==> src/rtl/core/bfea_pkg.sv <==
// bfea_pkg: shared types and constants of the best-fit extent allocator
// used by bfea_rem, bfea_dp, bfea_ctrl and the top level
package bfea_pkg;

  localparam int DW      = 20;  // offsets, lengths and register values
  localparam int NUM_W   = 20;
  localparam int ESZ_W   = 13;
  localparam int OFF_OUT_W = 19;
  localparam int CFG_IW  = 8;
  localparam int PROD_W  = NUM_W + ESZ_W;

  localparam logic [DW-1:0] POOL_LIMIT    = DW'(512 * 1024);
  localparam logic [DW-1:0] MAX_ALLOC_RST = DW'(131072);

  localparam logic [CFG_IW-1:0] REG_POOL_SIZE = CFG_IW'(0);
  localparam logic [CFG_IW-1:0] REG_MAX_ALLOC = CFG_IW'(1);

  localparam logic OP_ALLOC = 1'b0;

  typedef enum logic [2:0] {
    ST_OK, ST_NO_POOL, ST_TOO_LARGE, ST_NO_FIT, ST_OUTSIDE, ST_FULL
  } status_t;

  typedef enum logic [4:0] {
    CMD_NONE, CMD_LOAD, CMD_CFG, CMD_INIT, CMD_MUL, CMD_RD, CMD_DIVGO, CMD_EVAL,
    CMD_TAKE_EXACT, CMD_SPLIT_A, CMD_SPLIT_B, CMD_SPLIT_C, CMD_FADV, CMD_FM_AB,
    CMD_FM_A, CMD_FM_B, CMD_FM_INS, CMD_ERD, CMD_EWR, CMD_ECNT, CMD_IRD,
    CMD_IWR, CMD_IW0, CMD_IW1, CMD_FIN
  } cmd_op_t;

  typedef struct packed {
    cmd_op_t op;
    status_t st;
  } ctrl_cmd_t;

  typedef struct packed {
    logic pool_zero;
    logic op_free;
    logic esz_zero;
    logic too_large;
    logic outside;
    logic n_zero;
    logic scan_end;
    logic full;
    logic exact;
    logic found;
    logic bpad_zero;
    logic brest_zero;
    logic rd_lt_off;
    logic cond_a;
    logic cond_b;
    logic rem_busy;
    logic out_free;
    logic erase_end;
    logic ins_end;
    logic ins_two;
    logic cfg_pool;
  } dp_status_t;

  typedef enum logic [4:0] {
    S_IDLE, S_INIT, S_MUL, S_CHECK, S_SRD, S_SWAIT, S_DIV, S_EVAL, S_SEND,
    S_FRD, S_FWAIT, S_FMERGE, S_ERD, S_EWR, S_IRD, S_IWR, S_IW0, S_IW1, S_FIN
  } state_t;

endpackage

==> src/rtl/core/bfea_rem.sv <==
// bfea_rem: restoring remainder unit, one quotient bit per cycle
// depends on bfea_pkg for the dividend width
module bfea_rem import bfea_pkg::*; #(
  parameter int AW = 14
) (
  input  logic          clk,
  input  logic          rst,
  input  logic          start,
  input  logic [DW-1:0] dividend,
  input  logic [AW-1:0] divisor,
  output logic          busy,
  output logic [AW-1:0] rem
);

  localparam int CNT_W = $clog2(DW);

  logic [DW-1:0]    dvd;
  logic [CNT_W-1:0] cnt;
  logic [AW:0]      trial;

  assign trial = {rem, dvd[DW-1]};

  always_ff @(posedge clk) begin
    if (rst) begin
      busy <= 1'b0;
    end else if (start) begin
      busy <= 1'b1;
      dvd  <= dividend;
      rem  <= '0;
      cnt  <= CNT_W'(DW - 1);
    end else if (busy) begin
      dvd <= {dvd[DW-2:0], 1'b0};
      if (trial >= {1'b0, divisor}) begin
        rem <= AW'(trial - {1'b0, divisor});
      end else begin
        rem <= trial[AW-1:0];
      end
      if (cnt == '0) begin
        busy <= 1'b0;
      end else begin
        cnt <= cnt - 1'b1;
      end
    end
  end

endmodule

==> src/rtl/core/bfea_dp.sv <==
// bfea_dp: extent table memory, request registers and arithmetic
// depends on bfea_pkg and bfea_rem; driven by commands from bfea_ctrl
module bfea_dp import bfea_pkg::*; #(
  parameter int MAX_EXTENTS    = 32,
  parameter int ALIGN_MULTIPLE = 2
) (
  input  logic                 clk,
  input  logic                 rst,
  input  ctrl_cmd_t            cmd,
  output dp_status_t           st,
  input  logic                 in_op,
  input  logic [NUM_W-1:0]     in_num,
  input  logic [ESZ_W-1:0]     in_esz,
  input  logic [DW-1:0]        in_off,
  input  logic [CFG_IW-1:0]    cfg_index,
  input  logic [DW-1:0]        cfg_data,
  output logic                 out_valid,
  input  logic                 out_ready,
  output logic [2:0]           out_status,
  output logic [OFF_OUT_W-1:0] out_offset
);

  localparam int CW = $clog2(MAX_EXTENTS + 1);
  localparam int IW = $clog2(MAX_EXTENTS);
  localparam int AW = $clog2(ALIGN_MULTIPLE * (2 ** ESZ_W));

  logic [DW-1:0] start_mem [MAX_EXTENTS];
  logic [DW-1:0] len_mem   [MAX_EXTENTS];

  logic [DW-1:0]     pool, maxa;
  logic [CW-1:0]     count, idx;
  logic              op_q;
  logic [NUM_W-1:0]  num_q;
  logic [ESZ_W-1:0]  esz_q;
  logic [DW-1:0]     off_q;
  logic [PROD_W-1:0] n_full;
  logic [AW-1:0]     align;
  logic [DW-1:0]     rd_s, rd_l, prev_s, prev_l;
  logic [IW-1:0]     best;
  logic [DW-1:0]     best_s, best_l;
  logic [AW-1:0]     best_pad;
  logic              found;
  logic [DW-1:0]     res_off;
  logic [IW-1:0]     ins_p;
  logic [DW-1:0]     ins_a_s, ins_a_l, ins_b_s, ins_b_l;
  logic              ins_two;

  logic [DW-1:0] n;
  logic [AW-1:0] rem, pad;
  logic          rem_busy;
  logic [DW-1:0] pad_ext, best_pad_ext, best_rest;
  logic [CW-1:0] idx_m1, idx_p1;
  logic          fits;

  logic          we, re;
  logic [IW-1:0] wa, ra;
  logic [DW-1:0] ws, wl;

  bfea_rem #(.AW(AW)) u_rem (
    .clk      (clk),
    .rst      (rst),
    .start    (cmd.op == CMD_DIVGO),
    .dividend (rd_s),
    .divisor  (align),
    .busy     (rem_busy),
    .rem      (rem)
  );

  assign n            = n_full[DW-1:0];
  assign pad          = (rem == '0) ? '0 : AW'(align - rem);
  assign pad_ext      = {{(DW-AW){1'b0}}, pad};
  assign best_pad_ext = {{(DW-AW){1'b0}}, best_pad};
  assign best_rest    = best_l - n - best_pad_ext;
  assign idx_m1       = idx - 1'b1;
  assign idx_p1       = idx + 1'b1;
  assign fits         = {1'b0, rd_l} >= ({1'b0, n} + {1'b0, pad_ext});

  always_comb begin
    st.pool_zero  = (pool == '0);
    st.op_free    = (op_q != OP_ALLOC);
    st.esz_zero   = (esz_q == '0);
    st.too_large  = (n_full > PROD_W'(pool)) || (n_full > PROD_W'(maxa));
    st.outside    = (off_q >= pool) ||
                    (((PROD_W + 1)'(off_q) + {1'b0, n_full}) > (PROD_W + 1)'(pool));
    st.n_zero     = (n_full == '0);
    st.scan_end   = (idx == count);
    st.full       = (count == CW'(MAX_EXTENTS));
    st.exact      = (rd_l == n) && (rem == '0);
    st.found      = found;
    st.bpad_zero  = (best_pad == '0);
    st.brest_zero = (best_rest == '0);
    st.rd_lt_off  = (rd_s < off_q);
    st.cond_a     = (idx < count) && (({1'b0, off_q} + {1'b0, n}) == {1'b0, rd_s});
    st.cond_b     = (idx != '0) && (({1'b0, prev_s} + {1'b0, prev_l}) == {1'b0, off_q});
    st.rem_busy   = rem_busy;
    st.out_free   = !out_valid || out_ready;
    st.erase_end  = (idx_p1 >= count);
    st.ins_end    = (idx == CW'(ins_p));
    st.ins_two    = ins_two;
    st.cfg_pool   = (cfg_index == REG_POOL_SIZE);
  end

  // table port select
  always_comb begin
    we = 1'b1;
    wa = idx[IW-1:0];
    ws = rd_s;
    wl = rd_l;
    re = 1'b1;
    ra = idx[IW-1:0];
    case (cmd.op)
      CMD_INIT: begin
        wa = '0;
        ws = '0;
        wl = pool;
      end
      CMD_SPLIT_A: begin
        wa = best;
        ws = best_s + n;
        wl = best_l - n;
      end
      CMD_SPLIT_B: begin
        wa = best;
        ws = best_s;
        wl = best_pad_ext;
      end
      CMD_FM_AB: begin
        wa = idx_m1[IW-1:0];
        ws = prev_s;
        wl = prev_l + rd_l + n;
      end
      CMD_FM_A: begin
        ws = off_q;
        wl = rd_l + n;
      end
      CMD_FM_B: begin
        wa = idx_m1[IW-1:0];
        ws = prev_s;
        wl = prev_l + n;
      end
      CMD_EWR, CMD_IWR: begin
      end
      CMD_IW0: begin
        wa = ins_p;
        ws = ins_a_s;
        wl = ins_a_l;
      end
      CMD_IW1: begin
        wa = ins_p + 1'b1;
        ws = ins_b_s;
        wl = ins_b_l;
      end
      default: we = 1'b0;
    endcase
    case (cmd.op)
      CMD_RD:  ra = idx[IW-1:0];
      CMD_ERD: ra = idx_p1[IW-1:0];
      CMD_IRD: ra = idx_m1[IW-1:0];
      default: re = 1'b0;
    endcase
  end

  always_ff @(posedge clk) begin
    if (we) begin
      start_mem[wa] <= ws;
      len_mem[wa]   <= wl;
    end
    if (re) begin
      rd_s <= start_mem[ra];
      rd_l <= len_mem[ra];
    end
  end

  always_ff @(posedge clk) begin
    if (rst) begin
      pool      <= POOL_LIMIT;
      maxa      <= MAX_ALLOC_RST;
      count     <= '0;
      out_valid <= 1'b0;
    end else begin
      if (out_valid && out_ready && cmd.op != CMD_FIN) begin
        out_valid <= 1'b0;
      end
      case (cmd.op)
        CMD_LOAD: begin
          op_q    <= in_op;
          num_q   <= in_num;
          esz_q   <= in_esz;
          off_q   <= in_off;
          res_off <= '0;
        end
        CMD_CFG: begin
          if (cfg_index == REG_POOL_SIZE) begin
            pool <= (cfg_data > POOL_LIMIT) ? POOL_LIMIT : cfg_data;
          end else if (cfg_index == REG_MAX_ALLOC) begin
            maxa <= cfg_data;
          end
        end
        CMD_INIT: count <= (pool != '0) ? CW'(1) : '0;
        CMD_MUL: begin
          n_full <= PROD_W'(num_q) * PROD_W'(esz_q);
          align  <= AW'(esz_q * ALIGN_MULTIPLE);
          idx    <= '0;
          found  <= 1'b0;
        end
        CMD_EVAL: begin
          if (fits && (!found || best_l > rd_l)) begin
            best     <= idx[IW-1:0];
            best_s   <= rd_s;
            best_l   <= rd_l;
            best_pad <= pad;
            found    <= 1'b1;
          end
          idx <= idx_p1;
        end
        CMD_TAKE_EXACT: res_off <= rd_s;
        CMD_SPLIT_A:    res_off <= best_s;
        CMD_SPLIT_B:    res_off <= best_s + best_pad_ext;
        CMD_SPLIT_C: begin
          res_off <= best_s + best_pad_ext;
          ins_p   <= best;
          ins_a_s <= best_s;
          ins_a_l <= best_pad_ext;
          ins_b_s <= best_s + n + best_pad_ext;
          ins_b_l <= best_rest;
          ins_two <= 1'b1;
          idx     <= count;
        end
        CMD_FADV: begin
          prev_s <= rd_s;
          prev_l <= rd_l;
          idx    <= idx_p1;
        end
        CMD_FM_INS: begin
          ins_p   <= idx[IW-1:0];
          ins_a_s <= off_q;
          ins_a_l <= n;
          ins_two <= 1'b0;
          idx     <= count;
        end
        CMD_EWR:  idx   <= idx_p1;
        CMD_ECNT: count <= count - 1'b1;
        CMD_IWR:  idx   <= idx_m1;
        CMD_IW0:  count <= count + 1'b1;
        CMD_FIN: begin
          out_valid  <= 1'b1;
          out_status <= cmd.st;
          out_offset <= (cmd.st == ST_OK) ? res_off[OFF_OUT_W-1:0] : '0;
        end
        default: begin
        end
      endcase
    end
  end

endmodule

==> src/rtl/core/bfea_ctrl.sv <==
// bfea_ctrl: sequencer for scan, split, merge and table shifting
// depends on bfea_pkg; commands bfea_dp and reads its status
module bfea_ctrl import bfea_pkg::*; (
  input  logic       clk,
  input  logic       rst,
  input  dp_status_t st,
  input  logic       in_valid,
  output logic       in_ready,
  input  logic       cfg_valid,
  output logic       cfg_ready,
  output ctrl_cmd_t  cmd,
  output logic       busy
);

  state_t  state, state_next;
  status_t res, res_next;

  always_ff @(posedge clk) begin
    if (rst) begin
      state <= S_INIT;
      res   <= ST_OK;
    end else begin
      state <= state_next;
      res   <= res_next;
    end
  end

  always_comb begin
    state_next = state;
    res_next   = res;
    cmd.op     = CMD_NONE;
    cmd.st     = res;
    in_ready   = 1'b0;
    cfg_ready  = 1'b0;
    busy       = (state != S_IDLE);
    case (state)
      S_IDLE: begin
        cfg_ready = 1'b1;
        in_ready  = !cfg_valid;
        if (cfg_valid) begin
          cmd.op = CMD_CFG;
          if (st.cfg_pool) state_next = S_INIT;
        end else if (in_valid) begin
          cmd.op     = CMD_LOAD;
          state_next = S_MUL;
        end
      end
      S_INIT: begin
        cmd.op     = CMD_INIT;
        state_next = S_IDLE;
      end
      S_MUL: begin
        cmd.op     = CMD_MUL;
        state_next = S_CHECK;
      end
      S_CHECK: begin
        res_next   = ST_OK;
        state_next = S_FIN;
        if (st.pool_zero) begin
          res_next = ST_NO_POOL;
        end else if (!st.op_free) begin
          if (st.esz_zero) res_next = ST_NO_FIT;
          else if (st.too_large) res_next = ST_TOO_LARGE;
          else state_next = S_SRD;
        end else begin
          if (st.outside) res_next = ST_OUTSIDE;
          else if (!st.n_zero) state_next = S_FRD;
        end
      end
      S_SRD: begin
        if (st.scan_end) begin
          state_next = S_SEND;
        end else begin
          cmd.op     = CMD_RD;
          state_next = S_SWAIT;
        end
      end
      S_SWAIT: begin
        cmd.op     = CMD_DIVGO;
        state_next = S_DIV;
      end
      S_DIV: begin
        if (!st.rem_busy) state_next = S_EVAL;
      end
      S_EVAL: begin
        if (st.exact) begin
          cmd.op     = CMD_TAKE_EXACT;
          state_next = S_ERD;
        end else begin
          cmd.op     = CMD_EVAL;
          state_next = S_SRD;
        end
      end
      S_SEND: begin
        state_next = S_FIN;
        if (!st.found) begin
          res_next = ST_NO_FIT;
        end else if (st.bpad_zero) begin
          cmd.op = CMD_SPLIT_A;
        end else if (st.brest_zero) begin
          cmd.op = CMD_SPLIT_B;
        end else if (st.full) begin
          res_next = ST_FULL;
        end else begin
          cmd.op     = CMD_SPLIT_C;
          state_next = S_IRD;
        end
      end
      S_FRD: begin
        if (st.scan_end) begin
          state_next = S_FMERGE;
        end else begin
          cmd.op     = CMD_RD;
          state_next = S_FWAIT;
        end
      end
      S_FWAIT: begin
        if (st.rd_lt_off) begin
          cmd.op     = CMD_FADV;
          state_next = S_FRD;
        end else begin
          state_next = S_FMERGE;
        end
      end
      S_FMERGE: begin
        state_next = S_FIN;
        if (st.cond_a && st.cond_b) begin
          cmd.op     = CMD_FM_AB;
          state_next = S_ERD;
        end else if (st.cond_a) begin
          cmd.op = CMD_FM_A;
        end else if (st.cond_b) begin
          cmd.op = CMD_FM_B;
        end else if (st.full) begin
          res_next = ST_FULL;
        end else begin
          cmd.op     = CMD_FM_INS;
          state_next = S_IRD;
        end
      end
      S_ERD: begin
        if (st.erase_end) begin
          cmd.op     = CMD_ECNT;
          state_next = S_FIN;
        end else begin
          cmd.op     = CMD_ERD;
          state_next = S_EWR;
        end
      end
      S_EWR: begin
        cmd.op     = CMD_EWR;
        state_next = S_ERD;
      end
      S_IRD: begin
        if (st.ins_end) begin
          state_next = S_IW0;
        end else begin
          cmd.op     = CMD_IRD;
          state_next = S_IWR;
        end
      end
      S_IWR: begin
        cmd.op     = CMD_IWR;
        state_next = S_IRD;
      end
      S_IW0: begin
        cmd.op     = CMD_IW0;
        state_next = st.ins_two ? S_IW1 : S_FIN;
      end
      S_IW1: begin
        cmd.op     = CMD_IW1;
        state_next = S_FIN;
      end
      S_FIN: begin
        if (st.out_free) begin
          cmd.op     = CMD_FIN;
          state_next = S_IDLE;
        end
      end
      default: state_next = S_IDLE;
    endcase
  end

endmodule

==> src/rtl/core/best_fit_extent_allocator.sv <==
// best_fit_extent_allocator: top level of the best-fit extent allocator
// depends on bfea_pkg, bfea_ctrl, bfea_dp (and bfea_rem below it)
//
//  channel   dir  handshake                 payload
//  s_axis    in   s_axis_tvalid/tready      tdata request, tuser op
//  m_axis    out  m_axis_tvalid/tready      tdata status and offset
//  cfg       in   cfg_valid/cfg_ready       cfg_index, cfg_data
//
// one request at a time; a free reads the extents in order up to the freed offset,
// an allocate scans the table entries in order, using the one-bit-per-cycle
// remainder unit to find each extent's padding
// inserting or erasing an entry moves each later entry with a table read, then a write
// reset and every pool_size write rebuild the table from the pool size
// a result waits in the output register; the next request is taken meanwhile
module best_fit_extent_allocator import bfea_pkg::*; #(
  parameter int MAX_EXTENTS    = 32,
  parameter int ALIGN_MULTIPLE = 2
) (
  input  logic              clk,
  input  logic              rst,
  input  logic              s_axis_tvalid,
  output logic              s_axis_tready,
  input  logic [55:0]       s_axis_tdata,  // element count, element bytes, free_offset
  input  logic [0:0]        s_axis_tuser,  // op
  output logic              m_axis_tvalid,
  input  logic              m_axis_tready,
  output logic [23:0]       m_axis_tdata,  // status, alloc_offset
  input  logic              cfg_valid,
  output logic              cfg_ready,
  input  logic [CFG_IW-1:0] cfg_index,
  input  logic [DW-1:0]     cfg_data
);

  ctrl_cmd_t            cmd;
  dp_status_t           st;
  logic                 busy;
  logic [2:0]           out_status;
  logic [OFF_OUT_W-1:0] out_offset;

  bfea_ctrl u_ctrl (
    .clk       (clk),
    .rst       (rst),
    .st        (st),
    .in_valid  (s_axis_tvalid),
    .in_ready  (s_axis_tready),
    .cfg_valid (cfg_valid),
    .cfg_ready (cfg_ready),
    .cmd       (cmd),
    .busy      (busy)
  );

  bfea_dp #(
    .MAX_EXTENTS    (MAX_EXTENTS),
    .ALIGN_MULTIPLE (ALIGN_MULTIPLE)
  ) u_dp (
    .clk        (clk),
    .rst        (rst),
    .cmd        (cmd),
    .st         (st),
    .in_op      (s_axis_tuser[0]),
    .in_num     (s_axis_tdata[19:0]),
    .in_esz     (s_axis_tdata[32:20]),
    .in_off     (s_axis_tdata[52:33]),
    .cfg_index  (cfg_index),
    .cfg_data   (cfg_data),
    .out_valid  (m_axis_tvalid),
    .out_ready  (m_axis_tready),
    .out_status (out_status),
    .out_offset (out_offset)
  );

  assign m_axis_tdata = {2'b00, out_offset, out_status};

  a_one_port: assert property (@(posedge clk) disable iff (rst)
    !(s_axis_tvalid && s_axis_tready && cfg_valid && cfg_ready))
    else $error("request and config beat taken together");

  a_busy_after_req: assert property (@(posedge clk) disable iff (rst)
    (s_axis_tvalid && s_axis_tready) |=> (busy && !s_axis_tready))
    else $error("request taken while previous one in progress");

  a_init_after_pool: assert property (@(posedge clk) disable iff (rst)
    (cfg_valid && cfg_ready && cfg_index == REG_POOL_SIZE) |=> (cmd.op == CMD_INIT))
    else $error("pool write without table rebuild");

  a_fin_free: assert property (@(posedge clk) disable iff (rst)
    (cmd.op == CMD_FIN) |-> (!m_axis_tvalid || m_axis_tready))
    else $error("result overwrites waiting beat");

endmodule

==> config.mk <==
export PLATFORM = sky130hd
export DESIGN_NAME = best_fit_extent_allocator
export DESIGN_NICKNAME = d
export VERILOG_FILES = /design/src/rtl/core/bfea_pkg.sv /design/src/rtl/core/bfea_rem.sv /design/src/rtl/core/bfea_dp.sv /design/src/rtl/core/bfea_ctrl.sv /design/src/rtl/core/best_fit_extent_allocator.sv
export SDC_FILE = /design/constraint.sdc
export NUM_CORES = 2
export LEC_CHECK = 0
export BUFFER_PORTS_ARGS = -buffer_cell sky130_fd_sc_hd__buf_2
export CAP_MARGIN = 20
export CORE_MARGIN = 2
export CORE_UTILIZATION = 25
export CTS_CLUSTER_DIAMETER = 150
export DETAILED_ROUTE_END_ITERATION = 7
export GPL_TIMING_DRIVEN = 0
export HOLD_SLACK_MARGIN = 0.06
export PLACE_DENSITY = 0.48
export SKIP_LAST_GASP = 1
export SLEW_MARGIN = 20
export SYNTH_ARGS = -nofsm -noshare
export SYNTH_HDL_FRONTEND = slang
export SYNTH_SLANG_ARGS = --single-unit
==> constraint.sdc <==
create_clock -name clk -period 10.3 [get_ports clk]
set_input_delay 1.03 -clock clk [delete_from_list [all_inputs] [get_ports clk]]
set_output_delay 1.03 -clock clk [all_outputs]
set_load 0.005 [all_outputs]
==> reports/qor.txt <==
RUN STATUS
------------------------------------------------------------------------------------
Outcome ............................................................... complete, but fails checks
Failing checks ........................................................ design-rule violations

DIE
------------------------------------------------------------------------------------
Initial core utilization ..............................................        25.1%
Die ar. ...............................................................   372000 um2
Floorplan die width ...................................................       610 um
Core Area .............................................................   366000 um2
Boundary Pins .........................................................          117
Cell Rows .............................................................          222
Die Height ............................................................       610 um

CRITICAL PATH
------------------------------------------------------------------------------------
Worst Reg2Reg Path Length in Cells ....................................           40
Endpoint arrival time on the critical path ............................     10.59 ns
Max FO, Critical Path .................................................           17
Setup CP Type ......................................................... register to register
Endpoint kind of the worst setup timing path ..........................     register
Critical register-to-register path endpoint ........................... u_dp.len_mem[14][10]$_DFFE_PP_
Type of origin of the critical path ...................................     register
R2r setup slk .........................................................      0.34 ns
Launching point of the worst reg2reg path ............................. u_dp.n_full[2]$_DFFE_PP_
Top Family by Delay on Critical Path .................................. compound AO/OA/AOI/OAI gates
Required time reported for the critical path endpoint .................     10.93 ns
Buffers plus inverters on the worst setup path ........................            5
Delay of the slowest cell on the worst path ...........................      0.82 ns
Crit-path slowest cell ................................................ sky130_fd_sc_hd__a221oi_1

CLOCK TREE
------------------------------------------------------------------------------------
Worst-Skew Late Latency ...............................................      0.90 ns
Total number of clock tree sinks ......................................         1748
Inserted Clock Buffers ................................................          198
Maximum level of the CTS H-tree .......................................            4
CTS tree ..............................................................          yes
Number of buffers on the longest clock path ...........................            4
Reg clk slew, reported paths ..........................................      0.06 ns
CTS root buf .......................................................... sky130_fd_sc_hd__clkbuf_16

TIMING
------------------------------------------------------------------------------------
Slew @ Worst Pin ......................................................      1.20 ns
Summed negative setup slack over all endpoints ........................         0 ns
Highest Clock Rate ....................................................      100 MHz
Number of slew-limit violations in the final report ...................            0
Final hold violation count ............................................            0
Time the final worst path needs with I/O delays and setup .............      9.96 ns
Hold slack ............................................................     0.340 ns
Slew margin rel. ......................................................        20.2%
Endpoints failing setup ...............................................            0
Setup skew after layout ...............................................    0.0828 ns
Part of the cycle the worst path needs ................................        96.7%

WORST HOLD PATH
------------------------------------------------------------------------------------
Hold Crit Depth .......................................................            1
Hold path start ....................................................... s_axis_tdata[32]
Hold WC Path Type ..................................................... input port to register
Worst Hold End ........................................................ u_dp.esz_q[12]$_DFFE_PP_

LAYOUT
------------------------------------------------------------------------------------
Fillers ...............................................................        36964
Ratio of cells with drive above 1 in the final layout .................        10.7%
Nets ..................................................................         9197
Largest regs .......................................................... u_dp.len_mem x640, u_dp.start_mem x640, u_dp.n_full x33
Synth-to-layout area growth ...........................................        18.8%

LOGIC SYNTHESIS
------------------------------------------------------------------------------------
Average instance area after synthesis .................................     11.5 um2
YS warnings ...........................................................            0
Main combinational cell family by area after synthesis ................ simple AND/OR/NAND/NOR gates
Simple-gate area share of the yosys netlist ...........................        14.2%
Area fraction in compound gates after synthesis .......................        10.1%
Area share of fa/ha/maj cells after synthesis .........................        11.0%
Xor-xnor portion of the synthesized cell area .........................        2.78%
Sequential element share of the synthesized area ......................        56.5%
Netlist cell types ....................................................          113
Number of instances in the synthesized netlist ........................         7952
Primary flip-flop cell chosen by synthesis mapping .................... sky130_fd_sc_hd__edfxtp_1
Post-synthesis register bit count .....................................         1748
Number of enable-type register cells in the synthesized netlist .......         1692
Multiplexer fraction of the synthesized cell area .....................        1.57%
Synth Cell Area .......................................................    91800 um2
Fraction of synthesis flops using an asynchronous set or reset pin ....           0%

PWR
------------------------------------------------------------------------------------
Reported leakage power ................................................      39.6 nW
Pwr dens ..............................................................   178 nW/um2
Max VDD drop ..........................................................   0.000196 V
Overall Power .........................................................     0.0194 W

ROUTE
------------------------------------------------------------------------------------
Antenna-violating nets left ...........................................            0
Routed length per instance ............................................      24.4 um
First-pass iteration count of the detailed router .....................            8
Wirelength, routed ....................................................    328000 um
Remaining design rule violation count .................................            4
Detail-routed via count per cell ......................................         4.96
Detailed Route Iter0 Violations .......................................         7177
Vias ..................................................................        66614

GLOBAL ROUTING
------------------------------------------------------------------------------------
First-pass GRT wire length ............................................    465000 um
Vias in the first global route ........................................        64874
Largest net degree at the start of global routing .....................           39
Initial antenna violation count .......................................           34
Total gr overflow .....................................................            0
Total global-route track usage ........................................        17.1%

PLACED DESIGN
------------------------------------------------------------------------------------
Weighted congestion at the end of routability-driven global placement .        0.952
Count of port buffers added during placement ..........................          111
Final HPWL from detailed placement ....................................    247000 um

FLOW RUN
------------------------------------------------------------------------------------
Max-capacitance violation count .......................................            0

## worst register-to-register path: cells and delay by family (launching register included)
family	cells	cell delay, ns
flip-flops	1	0.40
adder cells (fa/ha/maj)	4	1.24
AND/OR/NAND/NOR	12	2.42
multiplexers	1	0.26
buffers and inverters	5	0.89
AO/OA/AOI/OAI	16	4.14
XOR/XNOR	2	0.38
## stage by stage
stage	cells	cell area (um2)	util, %	setup slack, ns
2_1_floorplan	7953	91800	-	0.0541
6_report	13428	109000	29.8	0.341
4_1_cts	13413	109000	29.8	0.0883
5_1_grt	13424	109000	29.8	-0.0339
3_3_place_gp	12880	98400	26.9	-6.79
3_5_place_dp	13035	102000	28.0	-0.964
## synth_stat cells, types with 30 or more instances
| library cell | n | area (um2) |
|---|---|---|
| sky130_fd_sc_hd__clkbuf_1 | 248 | 931 |
| sky130_fd_sc_hd__nand3_1 | 528 | 2640 |
| sky130_fd_sc_hd__and2_1 | 140 | 876 |
| sky130_fd_sc_hd__o21bai_1 | 58 | 435 |
| sky130_fd_sc_hd__inv_1 | 468 | 1760 |
| sky130_fd_sc_hd__xor2_1 | 85 | 744 |
| sky130_fd_sc_hd__nand4_1 | 119 | 744 |
| sky130_fd_sc_hd__nand2b_1 | 39 | 244 |
| sky130_fd_sc_hd__o21a_1 | 35 | 263 |
| sky130_fd_sc_hd__fa_1 | 230 | 4600 |
| sky130_fd_sc_hd__a31oi_1 | 161 | 1010 |
| sky130_fd_sc_hd__a222oi_1 | 30 | 300 |
| sky130_fd_sc_hd__a221oi_1 | 103 | 902 |
| sky130_fd_sc_hd__xnor2_1 | 192 | 1680 |
| sky130_fd_sc_hd__nor2b_1 | 38 | 238 |
| sky130_fd_sc_hd__a22oi_1 | 34 | 255 |
| sky130_fd_sc_hd__nor4_1 | 49 | 307 |
| sky130_fd_sc_hd__a21oi_1 | 342 | 1710 |
| sky130_fd_sc_hd__nand2_1 | 1539 | 5780 |
| sky130_fd_sc_hd__mux2i_1 | 117 | 1170 |
| sky130_fd_sc_hd__o21ai_0 | 175 | 876 |
| sky130_fd_sc_hd__a21o_1 | 118 | 886 |
| sky130_fd_sc_hd__ha_1 | 437 | 5470 |
| sky130_fd_sc_hd__edfxtp_1 | 1692 | 50800 |
| sky130_fd_sc_hd__buf_2 | 120 | 601 |
| sky130_fd_sc_hd__a32oi_1 | 41 | 359 |
| sky130_fd_sc_hd__nor3_1 | 74 | 370 |
| sky130_fd_sc_hd__dfxtp_1 | 56 | 1120 |
| sky130_fd_sc_hd__nor2_1 | 267 | 1000 |
## cell type report
type / count / area [um2] / area share (%)
clock buffers: 233 / 5140 / 4.71
inverters: 469 / 1760 / 1.61
repair buffers: 288 / 3730 / 3.41
clock inverters: 135 / 1410 / 1.29
multi-input cells: 5336 / 37400 / 34.3
plain buffers: 399 / 1730 / 1.59
well taps: 4816 / 6030 / 5.52
diodes: 4 / 10.0 / 0.00917
flip-flops and latches: 1748 / 51900 / 47.6
## cell usage in the layout (no fill, tap or decap), drive strengths merged, types with 23 or more instances in the layout
master,synthesis,final
clkinv,1,97
mux2i,117,117
nand4,119,119
fa,230,230
buf,152,439
a31oi,162,162
dfxtp,56,56
edfxtp,1692,1692
nor4,50,50
nor2b,38,38
o21ai,184,184
nand3,528,528
xnor2,192,192
a221oi,125,125
nand2b,39,39
nor2,269,269
inv,468,473
o21a,36,36
o21bai,58,58
mux2,24,24
ha,437,437
and3,27,27
a32oi,41,41
a21o,118,118
clkbuf,248,481
nand2,1540,1540
a21oi,344,344
a222oi,30,30
bufinv,0,23
nor3,76,76
xor2,86,86
and2,141,141
a22oi,34,34
a211oi,27,27
## kinds of logic after synthesis
logic type,Yosys count
AOI/OAI and AO/OA,1337
xor gates and xnor gates,283
and+or+nand+nor,2906
other,1
muxes,141
adders and majority gates,667
buffers and inverters,869
DFF,1748
## where the power goes
part           internal (W)  total [W]  switching [W]
Combinational       0.00140    0.00368        0.00227
Clock               0.00416    0.00723        0.00307
Sequential          0.00841    0.00848      0.0000767
## metal layers
| layer | share of wire (%) | wire (um) | global-route usage (%) | vias to the layer above |
|---|---|---|---|---|
| li1 | - | - | - | 29969 |
| met1 | 43 | 141000 | 23.3 | 33295 |
| met2 | 45 | 146000 | 26.8 | 2769 |
| met3 | 7.8 | 25700 | 2.88 | 575 |
| met4 | 4.5 | 14800 | 6.99 | 6 |
| met5 | 0.012 | 40 | 0 | - |
## worst max path at each step
stage / cells after the start / from / to
floorplan: 23 / u_dp.n_full[0]$_DFFE_PP_ / u_dp.esz_q[0]$_DFFE_PP_
global placement: 15 / u_dp.n_full[7]$_DFFE_PP_ / u_dp.off_q[12]$_DFFE_PP_
detailed placement: 43 / u_dp.n_full[0]$_DFFE_PP_ / u_dp.len_mem[15][16]$_DFFE_PP_
CTS: 43 / u_dp.n_full[0]$_DFFE_PP_ / u_dp.len_mem[24][18]$_DFFE_PP_
global route: 44 / u_dp.n_full[2]$_DFFE_PP_ / u_dp.len_mem[22][15]$_DFFE_PP_
finish: 40 / u_dp.n_full[2]$_DFFE_PP_ / u_dp.len_mem[14][10]$_DFFE_PP_
## what timing repair did
item / CTS / global route
hold buffers: 0 / 0
cloned: 0 / 0
buffers inserted: 11 / 10
gates resized for setup: 6 / 20
setup endpoints to repair: 384 / 330
pin swaps: 1 / 7
endpoints found under the hold margin: 0 / 0
No activity file was read; power rests on OpenSTA's default activity.
